--- src/sv/tlpq_pkg.sv ---
// ----------------------------------------------------------------------------
// tlpq_pkg
// Shared types and constants of the three-level strict-priority queue.
// ----------------------------------------------------------------------------
`default_nettype none

package tlpq_pkg;

  localparam int unsigned LEVEL_DEPTH_DEF = 16;
  localparam int unsigned VALUE_WIDTH_DEF = 32;

  localparam int unsigned LVL_N      = 3;
  localparam int unsigned SIZE_W     = 5;
  localparam int unsigned CFG_IDX_W  = 2;
  localparam int unsigned PRI_W      = 2;
  localparam int unsigned CMD_DEPTH  = 2;

  localparam logic [SIZE_W-1:0] SIZE_RESET = 5'd16;

  // register indexes of the config port
  localparam logic [CFG_IDX_W-1:0] CFG_HIGH_SIZE   = 2'd0;
  localparam logic [CFG_IDX_W-1:0] CFG_MEDIUM_SIZE = 2'd1;
  localparam logic [CFG_IDX_W-1:0] CFG_LOW_SIZE    = 2'd2;

  localparam logic KIND_PUSH = 1'b0;
  localparam logic KIND_POP  = 1'b1;

  localparam logic [PRI_W-1:0] PRI_HIGH   = 2'd3;
  localparam logic [PRI_W-1:0] PRI_MEDIUM = 2'd2;

  typedef enum logic [1:0] {
    LVL_HIGH   = 2'd0,
    LVL_MEDIUM = 2'd1,
    LVL_LOW    = 2'd2
  } level_e;

  typedef enum logic [1:0] {
    ST_DONE  = 2'd0,
    ST_FULL  = 2'd1,
    ST_EMPTY = 2'd2
  } status_e;

  typedef enum logic [1:0] {
    OP_NONE  = 2'd0,
    OP_WRITE = 2'd1,
    OP_READ  = 2'd2
  } op_e;

  typedef struct packed {
    op_e     op;
    level_e  level;
    status_e status;
  } cmd_ctrl_t;

endpackage

`default_nettype wire

--- src/sv/tlpq_if.sv ---
// ----------------------------------------------------------------------------
// tlpq interfaces
// Valid/ready channels for requests, responses and config writes.
// ----------------------------------------------------------------------------
`default_nettype none

interface tlpq_req_if #(
  parameter int unsigned VALUE_WIDTH = tlpq_pkg::VALUE_WIDTH_DEF
);
  logic                                valid;
  logic                                ready;
  logic                                kind;
  logic signed [VALUE_WIDTH-1:0]       push_value;
  logic [tlpq_pkg::PRI_W-1:0]          priority_req;

  modport source (output valid, kind, push_value, priority_req, input ready);
  modport sink   (input valid, kind, push_value, priority_req, output ready);
endinterface

interface tlpq_rsp_if #(
  parameter int unsigned VALUE_WIDTH = tlpq_pkg::VALUE_WIDTH_DEF
);
  logic                          valid;
  logic                          ready;
  logic signed [VALUE_WIDTH-1:0] popped_value;
  logic [1:0]                    status;

  modport source (output valid, popped_value, status, input ready);
  modport sink   (input valid, popped_value, status, output ready);
endinterface

interface tlpq_cfg_if;
  logic                             valid;
  logic                             ready;
  logic [tlpq_pkg::CFG_IDX_W-1:0]   index;
  logic [tlpq_pkg::SIZE_W-1:0]      data;

  modport source (output valid, index, data, input ready);
  modport sink   (input valid, index, data, output ready);
endinterface

`default_nettype wire

--- src/sv/tlpq_ram.sv ---
// ----------------------------------------------------------------------------
// tlpq_ram
// Generic single-write, single-read RAM with registered read data.
// ----------------------------------------------------------------------------
`default_nettype none

module tlpq_ram #(
  parameter int unsigned WIDTH = 32,
  parameter int unsigned DEPTH = 16,
  localparam int unsigned AW   = (DEPTH > 1) ? $clog2(DEPTH) : 1
) (
  input  wire logic             clk_i,
  input  wire logic             we_i,
  input  wire logic [AW-1:0]    waddr_i,
  input  wire logic [WIDTH-1:0] wdata_i,
  input  wire logic             re_i,
  input  wire logic [AW-1:0]    raddr_i,
  output logic      [WIDTH-1:0] rdata_o
);

  logic [WIDTH-1:0] mem_q [DEPTH];
  logic [WIDTH-1:0] rdata_q;

  always_ff @(posedge clk_i) begin
    if (we_i) begin
      mem_q[waddr_i] <= wdata_i;
    end
    if (re_i) begin
      rdata_q <= mem_q[raddr_i];
    end
  end

  assign rdata_o = rdata_q;

endmodule

`default_nettype wire

--- src/sv/tlpq_front.sv ---
// ----------------------------------------------------------------------------
// tlpq_front
// Takes requests and size config writes, tracks head/tail/busy of each level
// and turns every request into one command with its final status.
// ----------------------------------------------------------------------------
`default_nettype none

module tlpq_front #(
  parameter int unsigned LEVEL_DEPTH = tlpq_pkg::LEVEL_DEPTH_DEF,
  parameter int unsigned VALUE_WIDTH = tlpq_pkg::VALUE_WIDTH_DEF,
  localparam int unsigned ADDR_W = (LEVEL_DEPTH > 1) ? $clog2(LEVEL_DEPTH) : 1
) (
  input  wire logic                      clk_i,
  input  wire logic                      rst_ni,
  tlpq_req_if.sink                       req_i,
  tlpq_cfg_if.sink                       cfg_i,
  output logic                           cmd_valid_o,
  input  wire logic                      cmd_ready_i,
  output tlpq_pkg::cmd_ctrl_t            cmd_ctrl_o,
  output logic [ADDR_W-1:0]              cmd_addr_o,
  output logic [VALUE_WIDTH-1:0]         cmd_value_o
);

  localparam int unsigned LN    = tlpq_pkg::LVL_N;
  localparam int unsigned CNT_W = $clog2(LEVEL_DEPTH + 1);
  localparam int unsigned CMP_W = (CNT_W > tlpq_pkg::SIZE_W) ? CNT_W : tlpq_pkg::SIZE_W;
  localparam logic [CMP_W-1:0] DEPTH_C = CMP_W'(LEVEL_DEPTH);

  logic [tlpq_pkg::SIZE_W-1:0] size_q [LN];
  logic [tlpq_pkg::SIZE_W-1:0] size_d [LN];
  logic [ADDR_W-1:0]           head_q [LN];
  logic [ADDR_W-1:0]           head_d [LN];
  logic [ADDR_W-1:0]           tail_q [LN];
  logic [ADDR_W-1:0]           tail_d [LN];
  logic [LN-1:0]               busy_q;
  logic [LN-1:0]               busy_d;

  logic [CMP_W-1:0]            eff    [LN];
  logic [CMP_W-1:0]            tail_inc [LN];
  logic [LN-1:0]               can_push;
  logic [LN-1:0]               push_sel;
  logic [LN-1:0]               pop_sel;
  tlpq_pkg::level_e            push_lvl;
  tlpq_pkg::level_e            pop_lvl;
  logic                        accept;

  assign accept      = req_i.valid && cmd_ready_i;
  assign req_i.ready = cmd_ready_i;
  assign cmd_valid_o = req_i.valid;
  assign cfg_i.ready = 1'b1;

  // config writes
  always_comb begin
    for (int l = 0; l < LN; l++) begin
      size_d[l] = size_q[l];
    end
    if (cfg_i.valid) begin
      if (cfg_i.index == tlpq_pkg::CFG_HIGH_SIZE) begin
        size_d[tlpq_pkg::LVL_HIGH] = cfg_i.data;
      end
      if (cfg_i.index == tlpq_pkg::CFG_MEDIUM_SIZE) begin
        size_d[tlpq_pkg::LVL_MEDIUM] = cfg_i.data;
      end
      if (cfg_i.index == tlpq_pkg::CFG_LOW_SIZE) begin
        size_d[tlpq_pkg::LVL_LOW] = cfg_i.data;
      end
    end
  end

  // per-level room check, size above depth acts as depth
  always_comb begin
    for (int l = 0; l < LN; l++) begin
      eff[l]      = (CMP_W'(size_q[l]) > DEPTH_C) ? DEPTH_C : CMP_W'(size_q[l]);
      tail_inc[l] = CMP_W'(tail_q[l]) + CMP_W'(1);
      can_push[l] = busy_q[l] ? (tail_inc[l] < eff[l]) : (eff[l] != '0);
    end
  end

  // level selection
  always_comb begin
    push_sel = '0;
    if (req_i.priority_req == tlpq_pkg::PRI_HIGH) begin
      push_lvl = tlpq_pkg::LVL_HIGH;
    end else if (req_i.priority_req == tlpq_pkg::PRI_MEDIUM) begin
      push_lvl = tlpq_pkg::LVL_MEDIUM;
    end else begin
      push_lvl = tlpq_pkg::LVL_LOW;
    end
    push_sel[push_lvl] = 1'b1;

    pop_sel = '0;
    if (busy_q[tlpq_pkg::LVL_HIGH]) begin
      pop_lvl = tlpq_pkg::LVL_HIGH;
    end else if (busy_q[tlpq_pkg::LVL_MEDIUM]) begin
      pop_lvl = tlpq_pkg::LVL_MEDIUM;
    end else begin
      pop_lvl = tlpq_pkg::LVL_LOW;
    end
    pop_sel[pop_lvl] = busy_q[pop_lvl];
  end

  // command build and pointer update
  always_comb begin
    for (int l = 0; l < LN; l++) begin
      head_d[l] = head_q[l];
      tail_d[l] = tail_q[l];
    end
    busy_d            = busy_q;
    cmd_addr_o        = '0;
    cmd_value_o       = req_i.push_value;
    cmd_ctrl_o.op     = tlpq_pkg::OP_NONE;
    cmd_ctrl_o.level  = push_lvl;
    cmd_ctrl_o.status = tlpq_pkg::ST_DONE;

    if (req_i.kind == tlpq_pkg::KIND_PUSH) begin
      if (|(can_push & push_sel)) begin
        cmd_ctrl_o.op = tlpq_pkg::OP_WRITE;
        for (int l = 0; l < LN; l++) begin
          if (push_sel[l]) begin
            // first push into an empty level restarts at slot zero
            cmd_addr_o = busy_q[l] ? ADDR_W'(tail_inc[l]) : '0;
            if (accept) begin
              tail_d[l] = cmd_addr_o;
              busy_d[l] = 1'b1;
              if (!busy_q[l]) begin
                head_d[l] = '0;
              end
            end
          end
        end
      end else begin
        cmd_ctrl_o.status = tlpq_pkg::ST_FULL;
        cmd_value_o       = '0;
      end
    end else if (|busy_q) begin
      cmd_ctrl_o.op    = tlpq_pkg::OP_READ;
      cmd_ctrl_o.level = pop_lvl;
      for (int l = 0; l < LN; l++) begin
        if (pop_sel[l]) begin
          cmd_addr_o = head_q[l];
          if (accept) begin
            if (head_q[l] >= tail_q[l]) begin
              head_d[l] = '0;
              tail_d[l] = '0;
              busy_d[l] = 1'b0;
            end else begin
              head_d[l] = head_q[l] + ADDR_W'(1);
            end
          end
        end
      end
    end else begin
      cmd_ctrl_o.status = tlpq_pkg::ST_EMPTY;
      cmd_value_o       = '1;
    end
  end

  always_ff @(posedge clk_i or negedge rst_ni) begin
    if (!rst_ni) begin
      for (int l = 0; l < LN; l++) begin
        size_q[l] <= tlpq_pkg::SIZE_RESET;
        head_q[l] <= '0;
        tail_q[l] <= '0;
      end
      busy_q <= '0;
    end else begin
      for (int l = 0; l < LN; l++) begin
        size_q[l] <= size_d[l];
        head_q[l] <= head_d[l];
        tail_q[l] <= tail_d[l];
      end
      busy_q <= busy_d;
    end
  end

endmodule

`default_nettype wire

--- src/sv/tlpq_fifo.sv ---
// ----------------------------------------------------------------------------
// tlpq_fifo
// Short command queue between the front and the back.
// ----------------------------------------------------------------------------
`default_nettype none

module tlpq_fifo #(
  parameter int unsigned WIDTH = 8,
  parameter int unsigned DEPTH = tlpq_pkg::CMD_DEPTH,
  localparam int unsigned PW   = (DEPTH > 1) ? $clog2(DEPTH) : 1,
  localparam int unsigned CW   = $clog2(DEPTH + 1)
) (
  input  wire logic             clk_i,
  input  wire logic             rst_ni,
  input  wire logic             wr_valid_i,
  output logic                  wr_ready_o,
  input  wire logic [WIDTH-1:0] wr_data_i,
  output logic                  rd_valid_o,
  input  wire logic             rd_ready_i,
  output logic      [WIDTH-1:0] rd_data_o
);

  logic [WIDTH-1:0] mem_q [DEPTH];
  logic [PW-1:0]    wptr_q, wptr_d, rptr_q, rptr_d;
  logic [CW-1:0]    cnt_q, cnt_d;
  logic             push, pop;

  assign wr_ready_o = (cnt_q != CW'(DEPTH));
  assign rd_valid_o = (cnt_q != '0);
  assign rd_data_o  = mem_q[rptr_q];
  assign push       = wr_valid_i && wr_ready_o;
  assign pop        = rd_valid_o && rd_ready_i;

  always_comb begin
    wptr_d = wptr_q;
    rptr_d = rptr_q;
    if (push) begin
      wptr_d = (wptr_q == PW'(DEPTH - 1)) ? '0 : wptr_q + PW'(1);
    end
    if (pop) begin
      rptr_d = (rptr_q == PW'(DEPTH - 1)) ? '0 : rptr_q + PW'(1);
    end
    cnt_d = cnt_q + CW'(push) - CW'(pop);
  end

  always_ff @(posedge clk_i) begin
    if (push) begin
      mem_q[wptr_q] <= wr_data_i;
    end
  end

  always_ff @(posedge clk_i or negedge rst_ni) begin
    if (!rst_ni) begin
      wptr_q <= '0;
      rptr_q <= '0;
      cnt_q  <= '0;
    end else begin
      wptr_q <= wptr_d;
      rptr_q <= rptr_d;
      cnt_q  <= cnt_d;
    end
  end

endmodule

`default_nettype wire

--- src/sv/tlpq_back.sv ---
// ----------------------------------------------------------------------------
// tlpq_back
// Executes queued read and write commands on the level memories and registers
// the response word of every command.
// ----------------------------------------------------------------------------
`default_nettype none

module tlpq_back #(
  parameter int unsigned LEVEL_DEPTH = tlpq_pkg::LEVEL_DEPTH_DEF,
  parameter int unsigned VALUE_WIDTH = tlpq_pkg::VALUE_WIDTH_DEF,
  localparam int unsigned ADDR_W = (LEVEL_DEPTH > 1) ? $clog2(LEVEL_DEPTH) : 1
) (
  input  wire logic                      clk_i,
  input  wire logic                      rst_ni,
  input  wire logic                      cmd_valid_i,
  output logic                           cmd_ready_o,
  input  wire tlpq_pkg::cmd_ctrl_t       cmd_ctrl_i,
  input  wire logic [ADDR_W-1:0]         cmd_addr_i,
  input  wire logic [VALUE_WIDTH-1:0]    cmd_value_i,
  tlpq_rsp_if.source                     rsp_o
);

  localparam int unsigned LN = tlpq_pkg::LVL_N;

  logic                       issue;
  logic                       s1_adv;
  logic                       s1_valid_q;
  tlpq_pkg::cmd_ctrl_t        s1_ctrl_q;
  logic [VALUE_WIDTH-1:0]     s1_value_q;
  logic [VALUE_WIDTH-1:0]     rdata [LN];
  logic [VALUE_WIDTH-1:0]     s1_result;
  logic                       out_valid_q, out_valid_d;
  logic [VALUE_WIDTH-1:0]     out_value_q;
  tlpq_pkg::status_e          out_status_q;

  assign s1_adv      = s1_valid_q && (!out_valid_q || rsp_o.ready);
  assign issue       = cmd_valid_i && (!s1_valid_q || s1_adv);
  assign cmd_ready_o = !s1_valid_q || s1_adv;

  for (genvar l = 0; l < LN; l++) begin : g_level
    tlpq_ram #(
      .WIDTH (VALUE_WIDTH),
      .DEPTH (LEVEL_DEPTH)
    ) u_ram (
      .clk_i   (clk_i),
      .we_i    (issue && (cmd_ctrl_i.op == tlpq_pkg::OP_WRITE)
                      && (cmd_ctrl_i.level == tlpq_pkg::level_e'(l))),
      .waddr_i (cmd_addr_i),
      .wdata_i (cmd_value_i),
      .re_i    (issue && (cmd_ctrl_i.op == tlpq_pkg::OP_READ)
                      && (cmd_ctrl_i.level == tlpq_pkg::level_e'(l))),
      .raddr_i (cmd_addr_i),
      .rdata_o (rdata[l])
    );
  end

  // read data is held in the ram while this stage stalls
  always_comb begin
    case (s1_ctrl_q.op)
      tlpq_pkg::OP_READ: begin
        case (s1_ctrl_q.level)
          tlpq_pkg::LVL_HIGH:   s1_result = rdata[tlpq_pkg::LVL_HIGH];
          tlpq_pkg::LVL_MEDIUM: s1_result = rdata[tlpq_pkg::LVL_MEDIUM];
          default:              s1_result = rdata[tlpq_pkg::LVL_LOW];
        endcase
      end
      tlpq_pkg::OP_WRITE: s1_result = '0;
      default:            s1_result = s1_value_q;
    endcase
  end

  assign out_valid_d = s1_adv || (out_valid_q && !rsp_o.ready);

  always_ff @(posedge clk_i) begin
    if (issue) begin
      s1_ctrl_q  <= cmd_ctrl_i;
      s1_value_q <= cmd_value_i;
    end
    if (s1_adv) begin
      out_value_q  <= s1_result;
      out_status_q <= s1_ctrl_q.status;
    end
  end

  always_ff @(posedge clk_i or negedge rst_ni) begin
    if (!rst_ni) begin
      s1_valid_q  <= 1'b0;
      out_valid_q <= 1'b0;
    end else begin
      s1_valid_q  <= issue || (s1_valid_q && !s1_adv);
      out_valid_q <= out_valid_d;
    end
  end

  assign rsp_o.valid        = out_valid_q;
  assign rsp_o.popped_value = out_value_q;
  assign rsp_o.status       = out_status_q;

endmodule

`default_nettype wire

--- src/sv/three_level_priority_queue.sv ---
// Path: command queue, then stage one of the back, then the response register.
// Throughput: one request per cycle; the front stalls only when the two-word
// command queue is full, which happens when the response side is held off.
// Stored pushes and data pops cost one memory access in the back; refused pushes
// and empty pops skip the memory but pass the same queue and registers.
// Reset: pointers and busy flags clear, sizes return to 16; memories are not cleared.
// ----------------------------------------------------------------------------
// three_level_priority_queue
// Strict-priority queue with high, medium and low levels in linear buffers.
// ----------------------------------------------------------------------------
`default_nettype none

module three_level_priority_queue #(
  parameter int unsigned LEVEL_DEPTH = tlpq_pkg::LEVEL_DEPTH_DEF,
  parameter int unsigned VALUE_WIDTH = tlpq_pkg::VALUE_WIDTH_DEF
) (
  input  wire logic  clk_i,
  input  wire logic  rst_ni,
  tlpq_req_if.sink   req_i,
  tlpq_rsp_if.source rsp_o,
  tlpq_cfg_if.sink   cfg_i
);

  localparam int unsigned ADDR_W = (LEVEL_DEPTH > 1) ? $clog2(LEVEL_DEPTH) : 1;
  localparam int unsigned CMD_W  = $bits(tlpq_pkg::cmd_ctrl_t) + ADDR_W + VALUE_WIDTH;

  logic                    f_valid, f_ready;
  tlpq_pkg::cmd_ctrl_t     f_ctrl;
  logic [ADDR_W-1:0]       f_addr;
  logic [VALUE_WIDTH-1:0]  f_value;
  logic                    b_valid, b_ready;
  logic [CMD_W-1:0]        b_word;
  tlpq_pkg::cmd_ctrl_t     b_ctrl;
  logic [ADDR_W-1:0]       b_addr;
  logic [VALUE_WIDTH-1:0]  b_value;

  tlpq_front #(
    .LEVEL_DEPTH (LEVEL_DEPTH),
    .VALUE_WIDTH (VALUE_WIDTH)
  ) u_front (
    .clk_i       (clk_i),
    .rst_ni      (rst_ni),
    .req_i       (req_i),
    .cfg_i       (cfg_i),
    .cmd_valid_o (f_valid),
    .cmd_ready_i (f_ready),
    .cmd_ctrl_o  (f_ctrl),
    .cmd_addr_o  (f_addr),
    .cmd_value_o (f_value)
  );

  tlpq_fifo #(
    .WIDTH (CMD_W),
    .DEPTH (tlpq_pkg::CMD_DEPTH)
  ) u_fifo (
    .clk_i      (clk_i),
    .rst_ni     (rst_ni),
    .wr_valid_i (f_valid),
    .wr_ready_o (f_ready),
    .wr_data_i  ({f_ctrl, f_addr, f_value}),
    .rd_valid_o (b_valid),
    .rd_ready_i (b_ready),
    .rd_data_o  (b_word)
  );

  assign {b_ctrl, b_addr, b_value} = b_word;

  tlpq_back #(
    .LEVEL_DEPTH (LEVEL_DEPTH),
    .VALUE_WIDTH (VALUE_WIDTH)
  ) u_back (
    .clk_i       (clk_i),
    .rst_ni      (rst_ni),
    .cmd_valid_i (b_valid),
    .cmd_ready_o (b_ready),
    .cmd_ctrl_i  (b_ctrl),
    .cmd_addr_i  (b_addr),
    .cmd_value_i (b_value),
    .rsp_o       (rsp_o)
  );

endmodule

`default_nettype wire

--- src/flat_wrapper.sv ---
// flat-port wrapper written by rule: the top's interface ports become plain ports
module three_level_priority_queue_flat 
#(
  parameter int unsigned LEVEL_DEPTH = tlpq_pkg::LEVEL_DEPTH_DEF,
  parameter int unsigned VALUE_WIDTH = tlpq_pkg::VALUE_WIDTH_DEF
)
  (clk_i, rst_ni, req_i_valid, req_i_kind, req_i_push_value, req_i_priority_req, req_i_ready, rsp_o_valid, rsp_o_popped_value, rsp_o_status, rsp_o_ready, cfg_i_valid, cfg_i_index, cfg_i_data, cfg_i_ready);
  tlpq_req_if #(.VALUE_WIDTH(VALUE_WIDTH)) req_i_i ();
  tlpq_rsp_if #(.VALUE_WIDTH(VALUE_WIDTH)) rsp_o_i ();
  tlpq_cfg_if cfg_i_i ();
  input  wire logic clk_i;
  input  wire logic rst_ni;
  input wire logic [$bits(req_i_i.valid)-1:0] req_i_valid;
  input wire logic [$bits(req_i_i.kind)-1:0] req_i_kind;
  input wire logic [$bits(req_i_i.push_value)-1:0] req_i_push_value;
  input wire logic [$bits(req_i_i.priority_req)-1:0] req_i_priority_req;
  output wire logic [$bits(req_i_i.ready)-1:0] req_i_ready;
  output wire logic [$bits(rsp_o_i.valid)-1:0] rsp_o_valid;
  output wire logic [$bits(rsp_o_i.popped_value)-1:0] rsp_o_popped_value;
  output wire logic [$bits(rsp_o_i.status)-1:0] rsp_o_status;
  input wire logic [$bits(rsp_o_i.ready)-1:0] rsp_o_ready;
  input wire logic [$bits(cfg_i_i.valid)-1:0] cfg_i_valid;
  input wire logic [$bits(cfg_i_i.index)-1:0] cfg_i_index;
  input wire logic [$bits(cfg_i_i.data)-1:0] cfg_i_data;
  output wire logic [$bits(cfg_i_i.ready)-1:0] cfg_i_ready;
  assign req_i_i.valid = req_i_valid;
  assign req_i_i.kind = req_i_kind;
  assign req_i_i.push_value = req_i_push_value;
  assign req_i_i.priority_req = req_i_priority_req;
  assign req_i_ready = req_i_i.ready;
  assign rsp_o_valid = rsp_o_i.valid;
  assign rsp_o_popped_value = rsp_o_i.popped_value;
  assign rsp_o_status = rsp_o_i.status;
  assign rsp_o_i.ready = rsp_o_ready;
  assign cfg_i_i.valid = cfg_i_valid;
  assign cfg_i_i.index = cfg_i_index;
  assign cfg_i_i.data = cfg_i_data;
  assign cfg_i_ready = cfg_i_i.ready;
  three_level_priority_queue #(.LEVEL_DEPTH(LEVEL_DEPTH), .VALUE_WIDTH(VALUE_WIDTH)) u_core (.clk_i(clk_i), .rst_ni(rst_ni), .req_i(req_i_i), .rsp_o(rsp_o_i), .cfg_i(cfg_i_i));
endmodule
--- config.mk ---
export PLATFORM = sky130hd
export DESIGN_NAME = three_level_priority_queue_flat
export DESIGN_NICKNAME = d
export VERILOG_FILES = /design/src/sv/tlpq_pkg.sv /design/src/sv/tlpq_if.sv /design/src/sv/tlpq_ram.sv /design/src/sv/tlpq_front.sv /design/src/sv/tlpq_fifo.sv /design/src/sv/tlpq_back.sv /design/src/sv/three_level_priority_queue.sv /design/src/flat_wrapper.sv
export SDC_FILE = /design/constraint.sdc
export NUM_CORES = 2
export LEC_CHECK = 0
export BUFFER_PORTS_ARGS = -buffer_cell sky130_fd_sc_hd__buf_2
export CORE_MARGIN = 1.5
export CORE_UTILIZATION = 48
export CTS_CLUSTER_SIZE = 40
export DETAILED_ROUTE_END_ITERATION = 10
export PLACE_DENSITY = 0.66
export SLEW_MARGIN = 25
export SYNTH_ARGS = -nofsm -noshare
export SYNTH_HDL_FRONTEND = slang
export SYNTH_HIERARCHICAL = 1
export SYNTH_SLANG_ARGS = --single-unit
export TNS_END_PERCENT = 1
--- constraint.sdc ---
create_clock -name clk_i -period 4.85 [get_ports clk_i]
set_clock_uncertainty 0.2 [all_clocks]
set_input_delay 0.97 -clock clk_i [delete_from_list [all_inputs] [get_ports clk_i]]
set_output_delay 0.97 -clock clk_i [all_outputs]
set_load 0.01 [all_outputs]
==> flow_metrics.tcl <==
set metrics [dict create \
    status "complete, no violations" \
    cap_violations 0 \
    drtAntennaViolNets 0 \
    antenna_found_initial 9 \
    netlist_instances 3302 \
    synthTopCellsByCount "1788 x edfxtp_1, 384 x mux4_2, 196 x a22oi_1, 169 x nand2_1, 79 x clkbuf_1" \
    pwr-share-clk_pct 27.1 \
    ctsRootBufferMaster "clkbuf_16" \
    endpoint "u_core/u_back/g_level[2].u_ram/mem_q[2][5]" \
    die_area_sq_mm 0.150 \
    boundaryPins 84 \
    max_stage_delay_ns 0.71 \
    yosysTopAreaCell "edfxtp_1" \
    cp.required_ns 5.16 \
    synth_compound_gate_area_share_pct 3.84 \
    critPathCaptureType "flop" \
    clock-sinks 1836 \
    synth_top_cell_area_share_pct 75.9 \
    post_cts_buffers 0 \
    die_height_microns 387 \
    wirelength_mm 169 \
    worstSetupStartpoint "u_core/u_fifo/rptr_q" \
    slew_viol_final 0 \
    grt_overflow_total 0 \
    cts_max_level 4 \
    tightest_slew_ns 1.09 \
    clkTransAtPathRegs_ns 0.06 \
    yosys.area_share.simple_pct 2.70 \
    arrival_ns 4.15 \
    gr-usage-all-layers_pct 22.8 \
    p_seq_share_pct 41.7 \
    final.period_utilization_pct 79.3 \
    route.detailed.drc 0 \
    die_x_microns 387 \
    syn_avg_cell_area_sq_um 21.4 \
    via_per_inst 6.10 \
    grt_max_degree 69 \
    cp_cell_sequence "mux2_2, nand3b_1, nor3_1, buf_4, or3b_2, nor2_4, buf_12" \
    worstSetupPathType "reg2reg" \
    instances_no_fill 5634 \
    rows 140 \
    synthDistinctLibCells 71 \
    finalSetupViolations 0 \
    synth_edf_count 1788 \
    cts_resized 0 \
    fin_nets 3642 \
    synth-adder-area-share_pct 0.566 \
    r2r_slack_ns 1.00 \
    drt-wirelength-per-cell_microns 30.0 \
    ys_top_cells_by_area "edfxtp_1 76%, mux4_2 12%, a22oi_1 2.1%" \
    area_growth_pct 14.1 \
    rsz0062_at_grt "no" \
    clock_latency_ns 0.81 \
    synth_xor_area_share_pct 0.111 \
    power_report.internal_total_mw 34.5 \
    post-route-cell-area_sq_mm 0.0807 \
    yosysWarnings 6 \
    cts.path.max_buffers 3 \
    cts_hold_buf 0 \
    core_sq_mm 0.146 \
    muxShareOfSynthArea_pct 13.7 \
    grt_pass1_wl_mm 245 \
    synth_top_family_by_area "multiplexers" \
    p_leak_nw 26.2 \
    p_sw_share_pct 32.8 \
    drive_gt1_share_pct 28.5 \
    hold_class "in2async" \
    switching_power_mw 16.8 \
    synth-main-ff-cell "edfxtp_1" \
    synth_area_sq_mm 0.0707 \
    path_buf_inv 2 \
    grt_pass1_vias 34400 \
    timing.rr.end "u_core/u_back/g_level[2].u_ram/mem_q[2][5]" \
    r2r_start "u_core/u_fifo/rptr_q" \
    vias 34400 \
    pwr-share-comb_pct 31.2 \
    synth.net_count 3381 \
    worst-path-stages 7 \
    synth.most_common_cell "edfxtp_1" \
    cts_tree "yes" \
    start_util_pct 48.5 \
    r2r_cells 7 \
    synth-seq-area-share_pct 77.6 \
    ys_ff_latch 1836 \
    place_area_sq_mm 0.0747 \
    ys_async_sr_fraction_pct 2.61 \
    hold_viol_final 0 \
    powerDensity_mw_per_mm2 635 \
    crit_fanout 25 \
    period_minus_slack_ns 3.85 \
    ir_drop_mv 0.514 \
    drt_iter0_drc 3882 \
    max_slew_margin_pct 27.6 \
    first_pass_iters 6 \
    dpl.cell_count 5293 \
    critPathSlowestCell "dfrtp_2" \
    place_hpwl_mm 104 \
    max_freq_mhz 260 \
    crit_family "simple AND/OR/NAND/NOR gates" \
    gp_congestion 0.858 \
    startpoint_type "flop" \
    numCtsBuffers 183 \
    portBuffers 82 \
]
[cell usage in the layout, fill, tap and decap left out, drive strengths merged, types with 45 or more instances in the layout]
cell type and instances:
clkinv 74, buf 255, mux2 59, mux4 384, dfrtp 45, inv 47, edfxtp 1788, clkbuf 232
nand2 169, a22oi 196, nor2 55
[metal layers]
layer / GRT usage [%] / part of all wire, % / wire (microns) / vias to the layer above
met5: 0 / 0.012 / 20 / -
met4: 6.42 / 2.5 / 4270 / 2
met3: 3.61 / 7.3 / 12300 / 229
met2: 36.9 / 49 / 83500 / 1410
met1: 32.3 / 41 / 69200 / 18300
li1: - / - / - / 14400
[power groups by stage]
stage	Clock, mW	Combinational (mW)	Sequential (mW)
after floorplan	0	9.73	21.5
after global placement	0	15.9	21.7
after detailed placement	0	16.1	21.7
after CTS	14.1	16.1	21.4
after global routing	14.7	17.0	21.5
final	13.9	16.0	21.4
[metrics by stage]
stage                     power, mW  setup WS (ns)  hold WS [ns]  setup TNS [ns]  util (%)
final                          51.3           1.00        0.0697               0      55.3
after global routing           53.1          0.922         0.103               0      55.3
after CTS                      51.6           1.02        0.0403               0      55.2
after detailed placement       37.8          0.959         0.218               0      51.2
after global placement         37.6          0.956         0.239               0      51.2
after floorplan                31.2         -0.272         0.200          -19.76         -
[cells by family (layout without fill, tap and decap cells)]
| family | count (synthesis) | in the layout |
|---|---|---|
| flip-flops | 1836 | 1836 |
| multiplexers | 480 | 480 |
| AND/OR/NAND/NOR | 382 | 382 |
| AO/OA/AOI/OAI | 346 | 346 |
| buffers and inverters | 216 | 626 |
| adder cells (fa/ha/maj) | 32 | 32 |
| XOR/XNOR | 9 | 9 |
| other | 1 | 6 |
[how the worst min path moves through the flow]
stage                                          start  cells after the start                       endpoint
after global placement    u_core/u_back/s1_ctrl_q[1]                      0  u_core/u_back/rsp_o.status[1]
after detailed placement  u_core/u_back/s1_ctrl_q[0]                      0  u_core/u_back/rsp_o.status[0]
final                                         rst_ni                      2       u_core/u_front/tail_q[5]
after global routing                          rst_ni                      2      u_core/u_front/tail_q[10]
after CTS                                     rst_ni                      2       u_core/u_front/tail_q[1]
after floorplan           u_core/u_back/s1_ctrl_q[0]                      0  u_core/u_back/rsp_o.status[0]
[flip-flops by register name, indices dropped and copies added (netlist names), 2 cells and up]
| name | flops |
|---|---|
| u_core/u_back/g_level.u_ram/mem_q | 1536 |
| u_core/u_front/size_q | 15 |
| u_core/u_front/head_q | 12 |
| u_core/u_front/tail_q | 12 |
| u_core/u_fifo/mem_q | 84 |
| u_core/u_fifo/cnt_q | 2 |
| u_core/u_back/s1_value_q | 32 |
| u_core/u_back/rsp_o.popped_value | 32 |
| u_core/u_front/busy_q | 3 |
| u_core/u_back/g_level.u_ram/rdata_o | 96 |
| u_core/u_back/s1_ctrl_q | 6 |
| u_core/u_back/rsp_o.status | 2 |
[area by class of cell]
| class | count | area, sq um |
|---|---|---|
| diodes | 5 | 12.5 |
| clock buffers | 232 | 4830 |
| clock inverters | 102 | 1040 |
| fillers | 10700 | 65200 |
| inverters | 37 | 139 |
| multi-input cells | 1250 | 15300 |
| flip-flops and latches | 1836 | 54900 |
| well taps | 1917 | 2400 |
| repair buffers | 255 | 2070 |
(Power assumes the default switching activity.)
